**src/rtl/smc_pkg.sv**
```systemverilog
// ----------------------------------------------------------------------------
// smc_pkg
// Types, codes and timing constants of the sumo maneuver controller.
// ----------------------------------------------------------------------------
package smc_pkg;

  localparam int POSITION_BITS = 11;
  localparam int SPEED_BITS    = 8;
  localparam int GAIN_BITS     = 8;
  localparam int TIME_BITS     = 32;

  // PD datapath widths
  localparam int DIFF_BITS = POSITION_BITS + 1;
  localparam int ACC_BITS  = POSITION_BITS + GAIN_BITS + 3;
  localparam int FRAC_BITS = 4;
  localparam int PID_BITS  = ACC_BITS - FRAC_BITS;
  localparam int SUM_BITS  = PID_BITS + 1;

  localparam int SPEED_MAX = 100;

  localparam logic signed [SPEED_BITS-1:0] SPEED_FULL = 8'sd100;
  localparam logic signed [SPEED_BITS-1:0] SPEED_HALF = 8'sd50;
  localparam logic signed [SPEED_BITS-1:0] SPEED_ZERO = 8'sd0;

  localparam logic [TIME_BITS-1:0] TURN_RIGHT_MS = 32'd100;
  localparam logic [TIME_BITS-1:0] TURN_LEFT_MS  = 32'd125;
  localparam logic [TIME_BITS-1:0] TURN_BACK_MS  = 32'd180;
  localparam logic [TIME_BITS-1:0] REVERSE_MS    = 32'd180;
  localparam logic [TIME_BITS-1:0] SPIN_END_MS   = 32'd340;
  localparam logic [TIME_BITS-1:0] FOLLOW_MS     = 32'd20;
  localparam logic [TIME_BITS-1:0] STEP_ON_MS    = 32'd3000;
  localparam logic [TIME_BITS-1:0] STEP_OFF_MS   = 32'd50;

  // configuration register indexes
  localparam logic [1:0] REG_STRATEGY = 2'd0;
  localparam logic [1:0] REG_OPENING  = 2'd1;
  localparam logic [1:0] REG_PROP     = 2'd2;
  localparam logic [1:0] REG_DERIV    = 2'd3;

  // strategy codes
  localparam logic [1:0] STRAT_STILL  = 2'd0;
  localparam logic [1:0] STRAT_FOLLOW = 2'd1;
  localparam logic [1:0] STRAT_STEPS  = 2'd2;

  // opening codes
  localparam logic [2:0] OPEN_FRONT = 3'd0;
  localparam logic [2:0] OPEN_RIGHT = 3'd1;
  localparam logic [2:0] OPEN_LEFT  = 3'd2;
  localparam logic [2:0] OPEN_BACK  = 3'd3;

  typedef enum logic [1:0] {
    MODE_OPENING = 2'd0,
    MODE_RUNNING = 2'd1,
    MODE_KEEPING = 2'd2
  } mode_t;

  typedef struct packed {
    logic [1:0]           strategy;
    logic [2:0]           opening_move;
    logic [GAIN_BITS-1:0] prop_gain;
    logic [GAIN_BITS-1:0] deriv_gain;
  } cfg_t;

  typedef struct packed {
    logic                            started;
    logic                            line_left;
    logic                            line_right;
    logic signed [POSITION_BITS-1:0] target_position;
  } item_t;

  typedef struct packed {
    logic signed [SPEED_BITS-1:0] left_speed;
    logic signed [SPEED_BITS-1:0] right_speed;
    mode_t                        mode;
    logic                         fatal_error;
  } result_t;

endpackage

```
**src/rtl/smc_pd.sv**
```systemverilog
// ----------------------------------------------------------------------------
// smc_pd
// PD steering: gains times position and position change, scaled, saturated.
// ----------------------------------------------------------------------------
module smc_pd (
  input  logic signed [smc_pkg::POSITION_BITS-1:0] position,
  input  logic signed [smc_pkg::POSITION_BITS-1:0] last_position,
  input  logic        [smc_pkg::GAIN_BITS-1:0]     prop_gain,
  input  logic        [smc_pkg::GAIN_BITS-1:0]     deriv_gain,
  output logic signed [smc_pkg::SPEED_BITS-1:0]    left_speed,
  output logic signed [smc_pkg::SPEED_BITS-1:0]    right_speed
);
  import smc_pkg::*;

  logic signed [DIFF_BITS-1:0] diff;
  logic signed [ACC_BITS-1:0]  prod_p;
  logic signed [ACC_BITS-1:0]  prod_d;
  logic signed [ACC_BITS-1:0]  acc;
  logic signed [ACC_BITS-1:0]  acc_adj;
  logic signed [PID_BITS-1:0]  pid;
  logic signed [SUM_BITS-1:0]  pid_ext;
  logic signed [SUM_BITS-1:0]  half_ext;
  logic signed [SUM_BITS-1:0]  sum_left;
  logic signed [SUM_BITS-1:0]  sum_right;

  function automatic logic signed [SPEED_BITS-1:0] clamp_speed(
    input logic signed [SUM_BITS-1:0] v
  );
    logic signed [SUM_BITS-1:0] lim;
    lim = $signed(SUM_BITS'(SPEED_MAX));
    if (v > lim) begin
      return SPEED_FULL;
    end else if (v < -lim) begin
      return -SPEED_FULL;
    end else begin
      return v[SPEED_BITS-1:0];
    end
  endfunction

  assign diff    = {position[POSITION_BITS-1], position}
                 - {last_position[POSITION_BITS-1], last_position};
  assign prod_p  = ACC_BITS'($signed({1'b0, prop_gain})) * ACC_BITS'(position);
  assign prod_d  = ACC_BITS'($signed({1'b0, deriv_gain})) * ACC_BITS'(diff);
  assign acc     = prod_p + prod_d;
  // round toward zero on the divide by 16
  assign acc_adj = acc + {{(ACC_BITS-FRAC_BITS){1'b0}}, {FRAC_BITS{acc[ACC_BITS-1]}}};
  assign pid     = acc_adj[ACC_BITS-1:FRAC_BITS];

  assign pid_ext   = {pid[PID_BITS-1], pid};
  assign half_ext  = {{(SUM_BITS-SPEED_BITS){SPEED_HALF[SPEED_BITS-1]}}, SPEED_HALF};
  assign sum_left  = half_ext + pid_ext;
  assign sum_right = half_ext - pid_ext;

  assign left_speed  = clamp_speed(sum_left);
  assign right_speed = clamp_speed(sum_right);

endmodule

```
**src/rtl/smc_ctrl.sv**
```systemverilog
// ----------------------------------------------------------------------------
// smc_ctrl
// Mode machine, timers and held speeds; steps once per processed tick.
// ----------------------------------------------------------------------------
module smc_ctrl (
  input  logic             clk,
  input  logic             rst,
  input  logic             step,
  input  smc_pkg::item_t   item,
  input  smc_pkg::cfg_t    cfg,
  output smc_pkg::result_t res
);
  import smc_pkg::*;

  logic [TIME_BITS-1:0]            now_ms;
  mode_t                           mode_reg;
  mode_t                           previous_mode;
  logic [TIME_BITS-1:0]            mode_start_time;
  logic [TIME_BITS-1:0]            strategy_start_time;
  logic [TIME_BITS-1:0]            follow_sample_time;
  logic signed [POSITION_BITS-1:0] last_position;
  logic                            step_phase;
  logic                            was_started;
  logic signed [SPEED_BITS-1:0]    left_hold;
  logic signed [SPEED_BITS-1:0]    right_hold;

  mode_t                           mode_next;
  mode_t                           previous_mode_next;
  logic [TIME_BITS-1:0]            mode_start_time_next;
  logic [TIME_BITS-1:0]            strategy_start_time_next;
  logic [TIME_BITS-1:0]            follow_sample_time_next;
  logic signed [POSITION_BITS-1:0] last_position_next;
  logic                            step_phase_next;
  logic signed [SPEED_BITS-1:0]    left_hold_next;
  logic signed [SPEED_BITS-1:0]    right_hold_next;
  logic                            fatal_next;

  logic signed [SPEED_BITS-1:0]    pd_left;
  logic signed [SPEED_BITS-1:0]    pd_right;

  smc_pd u_pd (
    .position      (item.target_position),
    .last_position (last_position),
    .prop_gain     (cfg.prop_gain),
    .deriv_gain    (cfg.deriv_gain),
    .left_speed    (pd_left),
    .right_speed   (pd_right)
  );

  always_comb begin
    logic [TIME_BITS-1:0] el;
    logic [TIME_BITS-1:0] turn_limit;
    mode_t                swap;
    mode_next                = mode_reg;
    previous_mode_next       = previous_mode;
    mode_start_time_next     = mode_start_time;
    strategy_start_time_next = strategy_start_time;
    follow_sample_time_next  = follow_sample_time;
    last_position_next       = last_position;
    step_phase_next          = step_phase;
    left_hold_next           = left_hold;
    right_hold_next          = right_hold;
    fatal_next               = 1'b0;
    el                       = '0;
    turn_limit               = TURN_RIGHT_MS;
    swap                     = MODE_OPENING;

    // restart on rising edge of started
    if (item.started && !was_started) begin
      previous_mode_next       = mode_next;
      mode_next                = MODE_OPENING;
      mode_start_time_next     = now_ms;
      strategy_start_time_next = now_ms;
    end

    if (item.started) begin
      if (mode_next != MODE_KEEPING && (item.line_left || item.line_right)) begin
        previous_mode_next   = mode_next;
        mode_next            = MODE_KEEPING;
        mode_start_time_next = now_ms;
      end
      el = now_ms - mode_start_time_next;
      unique case (mode_next)
        MODE_RUNNING: begin
          unique case (cfg.strategy)
            STRAT_STILL: begin
              left_hold_next  = SPEED_ZERO;
              right_hold_next = SPEED_ZERO;
            end
            STRAT_FOLLOW: begin
              if (now_ms - follow_sample_time > FOLLOW_MS) begin
                follow_sample_time_next = now_ms;
                last_position_next      = item.target_position;
                left_hold_next          = pd_left;
                right_hold_next         = pd_right;
              end
            end
            STRAT_STEPS: begin
              if (step_phase) begin
                if (now_ms - strategy_start_time_next > STEP_ON_MS) begin
                  left_hold_next           = SPEED_HALF;
                  right_hold_next          = SPEED_HALF;
                  step_phase_next          = 1'b0;
                  strategy_start_time_next = now_ms;
                end
              end else if (now_ms - strategy_start_time_next > STEP_OFF_MS) begin
                left_hold_next           = SPEED_ZERO;
                right_hold_next          = SPEED_ZERO;
                step_phase_next          = 1'b1;
                strategy_start_time_next = now_ms;
              end
            end
            default: begin
              fatal_next      = 1'b1;
              left_hold_next  = SPEED_ZERO;
              right_hold_next = SPEED_ZERO;
            end
          endcase
        end
        MODE_OPENING: begin
          unique case (cfg.opening_move)
            OPEN_FRONT: begin
              previous_mode_next   = mode_next;
              mode_next            = MODE_RUNNING;
              mode_start_time_next = now_ms;
            end
            OPEN_RIGHT, OPEN_LEFT, OPEN_BACK: begin
              if (cfg.opening_move == OPEN_LEFT) begin
                left_hold_next  = -SPEED_FULL;
                right_hold_next = SPEED_FULL;
                turn_limit      = TURN_LEFT_MS;
              end else begin
                left_hold_next  = SPEED_FULL;
                right_hold_next = -SPEED_FULL;
                turn_limit      = (cfg.opening_move == OPEN_BACK) ? TURN_BACK_MS
                                                                  : TURN_RIGHT_MS;
              end
              if (el > turn_limit) begin
                previous_mode_next   = mode_next;
                mode_next            = MODE_RUNNING;
                mode_start_time_next = now_ms;
              end
            end
            default: begin
              fatal_next      = 1'b1;
              left_hold_next  = SPEED_ZERO;
              right_hold_next = SPEED_ZERO;
            end
          endcase
        end
        MODE_KEEPING: begin
          if (el <= REVERSE_MS) begin
            left_hold_next  = -SPEED_FULL;
            right_hold_next = -SPEED_FULL;
          end else if (el <= SPIN_END_MS) begin
            left_hold_next  = SPEED_FULL;
            right_hold_next = -SPEED_FULL;
          end else begin
            swap                 = previous_mode_next;
            previous_mode_next   = mode_next;
            mode_next            = swap;
            mode_start_time_next = now_ms;
          end
        end
        default: begin
          fatal_next      = 1'b1;
          left_hold_next  = SPEED_ZERO;
          right_hold_next = SPEED_ZERO;
        end
      endcase
    end else begin
      left_hold_next  = SPEED_ZERO;
      right_hold_next = SPEED_ZERO;
    end
  end

  always_comb begin
    res.left_speed  = left_hold_next;
    res.right_speed = right_hold_next;
    res.mode        = mode_next;
    res.fatal_error = fatal_next;
  end

  always_ff @(posedge clk) begin
    if (rst) begin
      now_ms              <= '0;
      mode_reg            <= MODE_OPENING;
      previous_mode       <= MODE_OPENING;
      mode_start_time     <= '0;
      strategy_start_time <= '0;
      follow_sample_time  <= '0;
      last_position       <= '0;
      step_phase          <= 1'b0;
      was_started         <= 1'b0;
      left_hold           <= SPEED_ZERO;
      right_hold          <= SPEED_ZERO;
    end else if (step) begin
      now_ms              <= now_ms + 1'b1;
      mode_reg            <= mode_next;
      previous_mode       <= previous_mode_next;
      mode_start_time     <= mode_start_time_next;
      strategy_start_time <= strategy_start_time_next;
      follow_sample_time  <= follow_sample_time_next;
      last_position       <= last_position_next;
      step_phase          <= step_phase_next;
      was_started         <= item.started;
      left_hold           <= left_hold_next;
      right_hold          <= right_hold_next;
    end
  end

endmodule

```
**src/rtl/sumo_robot_maneuver_controller.sv**
```systemverilog
// ----------------------------------------------------------------------------
// sumo_robot_maneuver_controller
// Per-tick maneuver control: opening turn, strategy, keep-inside recovery.
// ----------------------------------------------------------------------------
//  channel | handshake                  | payload
//  item    | item_valid / item_stall    | started, line_left, line_right,
//          |                            | target_position
//  result  | result_valid / result_stall| left_speed, right_speed, mode,
//          |                            | fatal_error
//  config  | cfg_write                  | cfg_index, cfg_data
//
// One item per cycle while the result is not stalled; item register then
// result register, with the mode/timer/PD logic in between.
// Reset clears config to defaults, all controller state and both valids.
// A stalled result holds; item_stall rises only while the item register is
// full behind a stalled result.
// ----------------------------------------------------------------------------
module sumo_robot_maneuver_controller (
  input  logic                                     clk,
  input  logic                                     rst,
  input  logic                                     item_valid,
  output logic                                     item_stall,
  input  logic                                     started,
  input  logic                                     line_left,
  input  logic                                     line_right,
  input  logic signed [smc_pkg::POSITION_BITS-1:0] target_position,
  output logic                                     result_valid,
  input  logic                                     result_stall,
  output logic signed [smc_pkg::SPEED_BITS-1:0]    left_speed,
  output logic signed [smc_pkg::SPEED_BITS-1:0]    right_speed,
  output logic [1:0]                               mode,
  output logic                                     fatal_error,
  input  logic                                     cfg_write,
  input  logic [1:0]                               cfg_index,
  input  logic [smc_pkg::GAIN_BITS-1:0]            cfg_data
);
  import smc_pkg::*;

  cfg_t    cfg;
  logic    held_valid;
  item_t   held_item;
  logic    accept;
  logic    advance;
  result_t res_next;
  result_t res;

  always_ff @(posedge clk) begin
    if (rst) begin
      cfg.strategy     <= STRAT_STILL;
      cfg.opening_move <= OPEN_FRONT;
      cfg.prop_gain    <= 8'd16;
      cfg.deriv_gain   <= 8'd40;
    end else if (cfg_write) begin
      unique case (cfg_index)
        REG_STRATEGY: cfg.strategy     <= cfg_data[1:0];
        REG_OPENING:  cfg.opening_move <= cfg_data[2:0];
        REG_PROP:     cfg.prop_gain    <= cfg_data;
        REG_DERIV:    cfg.deriv_gain   <= cfg_data;
      endcase
    end
  end

  assign item_stall = held_valid && result_valid && result_stall;
  assign accept     = item_valid && !item_stall;
  assign advance    = held_valid && (!result_valid || !result_stall);

  always_ff @(posedge clk) begin
    if (rst) begin
      held_valid <= 1'b0;
    end else if (accept) begin
      held_valid <= 1'b1;
    end else if (advance) begin
      held_valid <= 1'b0;
    end
  end

  always_ff @(posedge clk) begin
    if (accept) begin
      held_item.started         <= started;
      held_item.line_left       <= line_left;
      held_item.line_right      <= line_right;
      held_item.target_position <= target_position;
    end
  end

  smc_ctrl u_ctrl (
    .clk  (clk),
    .rst  (rst),
    .step (advance),
    .item (held_item),
    .cfg  (cfg),
    .res  (res_next)
  );

  always_ff @(posedge clk) begin
    if (rst) begin
      result_valid <= 1'b0;
    end else if (advance) begin
      result_valid <= 1'b1;
    end else if (!result_stall) begin
      result_valid <= 1'b0;
    end
  end

  always_ff @(posedge clk) begin
    if (advance) begin
      res <= res_next;
    end
  end

  assign left_speed  = res.left_speed;
  assign right_speed = res.right_speed;
  assign mode        = res.mode;
  assign fatal_error = res.fatal_error;

endmodule

```
**config.mk**
```make
export PLATFORM = sky130hd
export DESIGN_NAME = sumo_robot_maneuver_controller
export DESIGN_NICKNAME = d
export VERILOG_FILES = /design/src/rtl/smc_pkg.sv /design/src/rtl/smc_pd.sv /design/src/rtl/smc_ctrl.sv /design/src/rtl/sumo_robot_maneuver_controller.sv
export SDC_FILE = /design/constraint.sdc
export NUM_CORES = 2
export LEC_CHECK = 0
export BUFFER_PORTS_ARGS = -buffer_cell sky130_fd_sc_hd__buf_2
export CELL_PAD_IN_SITES_DETAIL_PLACEMENT = 1
export CELL_PAD_IN_SITES_GLOBAL_PLACEMENT = 1
export CORE_MARGIN = 2
export CORE_UTILIZATION = 40
export CTS_BUF_LIST = sky130_fd_sc_hd__clkbuf_2 sky130_fd_sc_hd__clkbuf_4 sky130_fd_sc_hd__clkbuf_8
export DETAILED_ROUTE_END_ITERATION = 6
export PLACE_DENSITY = 0.75
export SETUP_SLACK_MARGIN = 0.05
export SKIP_LAST_GASP = 1
export SYNTH_ARGS = -nofsm -noshare
export SYNTH_HDL_FRONTEND = slang
export SYNTH_SLANG_ARGS = --single-unit
```
**constraint.sdc**
```tcl
create_clock -name clk -period 10.75 [get_ports clk]
set_clock_uncertainty 0.15 [all_clocks]
set_input_delay 0.5375 -clock clk [delete_from_list [all_inputs] [get_ports clk]]
set_output_delay 0.5375 -clock clk [all_outputs]
set_load 0.1 [all_outputs]
```
After elaboration in Yosys (flattened, before gate mapping)
Index checks and enable logic that the tools add are counted.

word-level totals
  register bits = 217
  input bits = 29
  output and inout bits = 21

cells by class
  add/subtract/negate cells = 9
  $mul = 2
  order comparisons = 10
  equality and inequality tests = 12
  mux-type cells = 74
  reduce and logical (&&, ||, !) cells = 26

operators by type and width
  cell                   number
  $mux 32                18
  $mux 8                 21
  $pmux 32 s2            2
  $sub 32x32->32         3
  $pmux 8 s2             4
  $pmux 8 s3             2
  $gt 19x8->1 const B    2
  $lt 19x8->1 const B    2
  $add 32x1->32 const B  1
  $gt 32x12->1 const B   1
  $gt 32x32->1           1
  $gt 32x5->1 const B    1
  $gt 32x6->1 const B    1
  $le 32x8->1 const B    1
  $le 32x9->1 const B    1
  $mux 2                 13
  $add 20x21->22         1
  $add 22x4->22          1
  $mul 9x12->21          1
  $mul 9x11->20          1
  $add 7x18->19 const A  1
  $sub 7x18->19 const A  1
  $pmux 2 s2             4
  $sub 11x11->12         1
  other kinds (19)       48

Depth between registers and ports, before layout
  depth after elaboration = 15
  mapped depth = 50
  mapped depth without buffers = 48

Modules after synthesis
Synthesis repeated with hierarchy kept, for this count alone.

second synthesis, totals
  cells, all modules = 3451
  area total of the unflattened synthesis = 27802.9 µm²

modules (own cells, without submodules)
  module                          times used  cells each  area each (µm²)  sequential area each (µm²)
  smc_ctrl                        1           2098        15632.5          3223.1
  smc_pd                          1           1224        10199.8          0.0
  sumo_robot_maneuver_controller  1           129         1970.6           1451.4

Worst setup path after synthesis
Ideal clock, no wire load.

  path type = reg-to-reg
  from = register held_item[1] (netlist bit)
  to = register res (netlist bit right_speed[6]), data pin
  arrival = 10.793 ns
  setup slack = -0.461 ns
  stages on the path, launching flop included = 47
  period minus slack after synthesis = 11.211 ns
  path through = edfxtp_1 -> ha_1 -> nor2b_1 -> o21ai_0 -> nand2b_1 -> a21o_1 -> a21o_1 -> a21o_1 -> a21o_1 -> a21o_1 -> a21o_1 -> a211oi_1 -> mux2_2 -> nand2_1 -> inv_1 -> fa_1 -> inv_1 -> fa_1 -> [... 11 more ...] -> nand2b_1 -> mux2_4 -> a2bb2oi_2 -> a21oi_1 -> xnor2_1 -> inv_1 -> ha_1 -> nor3_1 -> nand3_1 -> a21oi_1 -> mux2i_1 -> o311ai_0 -> o311a_1 -> and4_1 -> or2b_4 -> a311o_1 -> a21oi_1 -> a211oi_1

RTL lines
  what                  line                                   source
  start, declared       sumo_robot_maneuver_controller.sv:41   item_t held_item;
  end signal, assigned  sumo_robot_maneuver_controller.sv:107  res <= res_next;
  end, declared         sumo_robot_maneuver_controller.sv:45   result_t res;

==> run metrics <==
status=finished clean; largest net degree at the start of global routing=67; Critical Path Fanout Max=7; H-tree depth=2; Core Footprint=between 60000 and 70000 um2; synthesized cell area=25800 um2; Crit. End Element=register; Post-DP HPWL=68100 um; Hold Path Depth=3; total gr overflow=0; CP peak stage delay=560 ps; number of setup violations in the final report=0; site row count=93; Seq/Total Area, Yosys=18.1%; Worst-Skew Late Latency=610 ps; fmax=93.6 MHz; final worst path period share=99.4%; Slowest cell on crit path=fa_1; Pre-Repair DR Iteration Count=5; routing usage on met1=34.3%; CP required=10970 ps; CTS Sinks=217; Clock Path Buffers=3; power share of the clock group=a little under a tenth; Yosys Warn Count=0; synthesis-stage register bit count=217; initial core utilization=about two fifths; Critical Path Start Type=register; routed length per instance=roughly 20 um; Worst-path clk slew=60 ps; met2 usage=42.7%; worst slew pin tran=1140 ps; syn_area_per_cell=8.00 um2; die area=66500 um2; Worst Hold Class=primary input to register; Filler Cell Count=7671; area of the multi-input gates=between 15000 and 20000 um2; R2R cell count=44; global-route wire length before repair=approximately 140000 um; Final Hold Viols=0; Placer Congestion=0.923; NetSw=5.14 mW; total internal power=4.55 mW; DRC=0; crit path DAT=10900 ps; cts bufs inserted=43; count of pins over their slew limit=0; Slew headroom=24.1%; ANT cells=0; die span in y=258 um; Pleak=13.4 nW; GR peak layer=met2; Max IR drop VDD=between 300 and 400 uV; share of cells above drive strength 1=approximately 14%; DR iter-0 viols=approximately 1300; overall power=between 9 and 10 mW; Synth async-reset ratio=0%; initial antenna violation count=0; FF/Latch Area=4680 um2; Seq pwr share=8.9%; max_cap viols=0; sw frac=53.0%; via/cell ratio=5.70; Syn Inst Count=3225; number of synthesized flops with an enable pin=33; critical path type=register to register; Setup TNS=0 ps; commonest non-fill, non-tap cell in the layout=nand2_1; Power Density=~330 nW/um2; remaining antenna violation count after routing=0; clock period minus worst slack=between 10000 and 15000 ps; clock root cell=clkbuf_8; grt met3 use=2.88%; count of different cell masters after synthesis=110; die width=258 um; reg2reg setup slack=70 ps; RSZ-0062 raised after global routing=yes; Gate power share=81.9%; nets@finish=3761; I/O pin cnt=50; Net Count, Synth=~3600; CTS tree=done; commonest non-fill, non-tap cells in the layout=361 x nand2_1, 320 x inv_1, 256 x nor2_1; Area Overhead vs Synth=14.6%; critical path's most frequent cell=a21o_1; total number of vias=24200; vias in the first global route=25800; GRT Total Usage=25.2%; Port Buffers=49; ys flop type=dfxtp_1; Routed Wire Length=86100 um
## what timing repair did
action	in CTS	in global routing
pin swaps	22	86
hold buffers	15	0
gates resized for setup	29	105
setup buffers	9	27
hold endpoints to repair	15	0
setup endpoints to repair	30	31
cloned	1	0
## power groups by stage
stage,Combinational [mW],Clock (mW),Sequential [mW]
final,7.94,0.893,0.858
after global routing,8.57,0.955,0.860
after CTS,7.19,0.919,0.858
after detailed placement,6.96,0,0.875
after global placement,6.83,0,0.874
after floorplan,4.41,0,0.885
## worst max-delay path: cells and delay by family, from the launching register on
family / cells / cell delay, ps
AOI/OAI and AO/OA: 16 / 3070
adders and majority gates: 9 / 3850
buffers and inverters: 5 / 350
DFF: 1 / 410
xor gates and xnor gates: 1 / 200
muxes: 2 / 440
and+or+nand+nor: 11 / 1970
## cell usage after synthesis (21+ instances only)
| cell type | number | area share, % |
|---|---|---|
| o211ai_1 | 23 | 0.67 |
| a211oi_1 | 34 | 0.99 |
| xor2_1 | 58 | 2.0 |
| nor4_1 | 21 | 0.51 |
| clkbuf_1 | 129 | 1.9 |
| nand4_1 | 38 | 0.92 |
| o21ai_0 | 116 | 2.3 |
| nor2_1 | 258 | 3.8 |
| ha_1 | 196 | 9.5 |
| mux2i_1 | 138 | 5.4 |
| and2_1 | 99 | 2.4 |
| xnor2_1 | 77 | 2.6 |
| nand2b_1 | 34 | 0.82 |
| a21o_1 | 66 | 1.9 |
| nand2_1 | 367 | 5.3 |
| nor2b_1 | 43 | 1.0 |
| o21a_1 | 29 | 0.84 |
| inv_1 | 336 | 4.9 |
| and3_1 | 30 | 0.73 |
| edfxtp_1 | 33 | 3.8 |
| nor3_1 | 54 | 1.0 |
| a21oi_1 | 226 | 4.4 |
| fa_1 | 190 | 15 |
| a31oi_1 | 25 | 0.61 |
| nand3_1 | 78 | 1.5 |
| dfxtp_1 | 184 | 14 |
## logic make-up after synthesis
family	synth area share, %
compound gates	19.1
mux	5.68
flops	18.1
xor+xnor	4.71
fa+ha+maj	24.3
buf+inv	7.32
simple gates	20.8
## final cells by class
cell class	count	share of cell area, %
multi-input combinational	2515	67.5
tap	855	3.62
timing repair buffer	231	5.75
clock buffer	62	2.61
sequential	217	15.8
clock inverter	17	0.436
inverter	338	4.30
## layer usage
| layer | vias up | wire length, um |
|---|---|---|
| met3 | 122 | 3520 |
| met5 | - | 0 |
| met1 | 12100 | 40000 |
| li1 | 11400 | - |
| met2 | 541 | 41000 |
| met4 | 0 | 1620 |
## final timing paths
kind,to,startpoint
worst max-delay path,right_speed[3],held_item[1]
worst min-delay path,result_valid,result_stall
worst max register to register,right_speed[3],held_item[1]
worst min register to register,u_ctrl.last_position[7],u_ctrl.last_position[7]
## through the flow
stage          hold slack [ps]  area [um2]  utilization, %  setup slack, ps  instances
5_1_grt                   45.1       29500            46.1             -336       4235
3_5_place_dp               301       27700            43.1             -388       4106
3_3_place_gp               292       27700            43.1             55.6       4106
6_report                  39.8       29500            46.1             68.1       4235
2_1_floorplan              282       25900               -             65.8       3225
4_1_cts                  0.614       28900            45.1             56.8       4210
No activity file was read; power rests on OpenSTA's default activity.
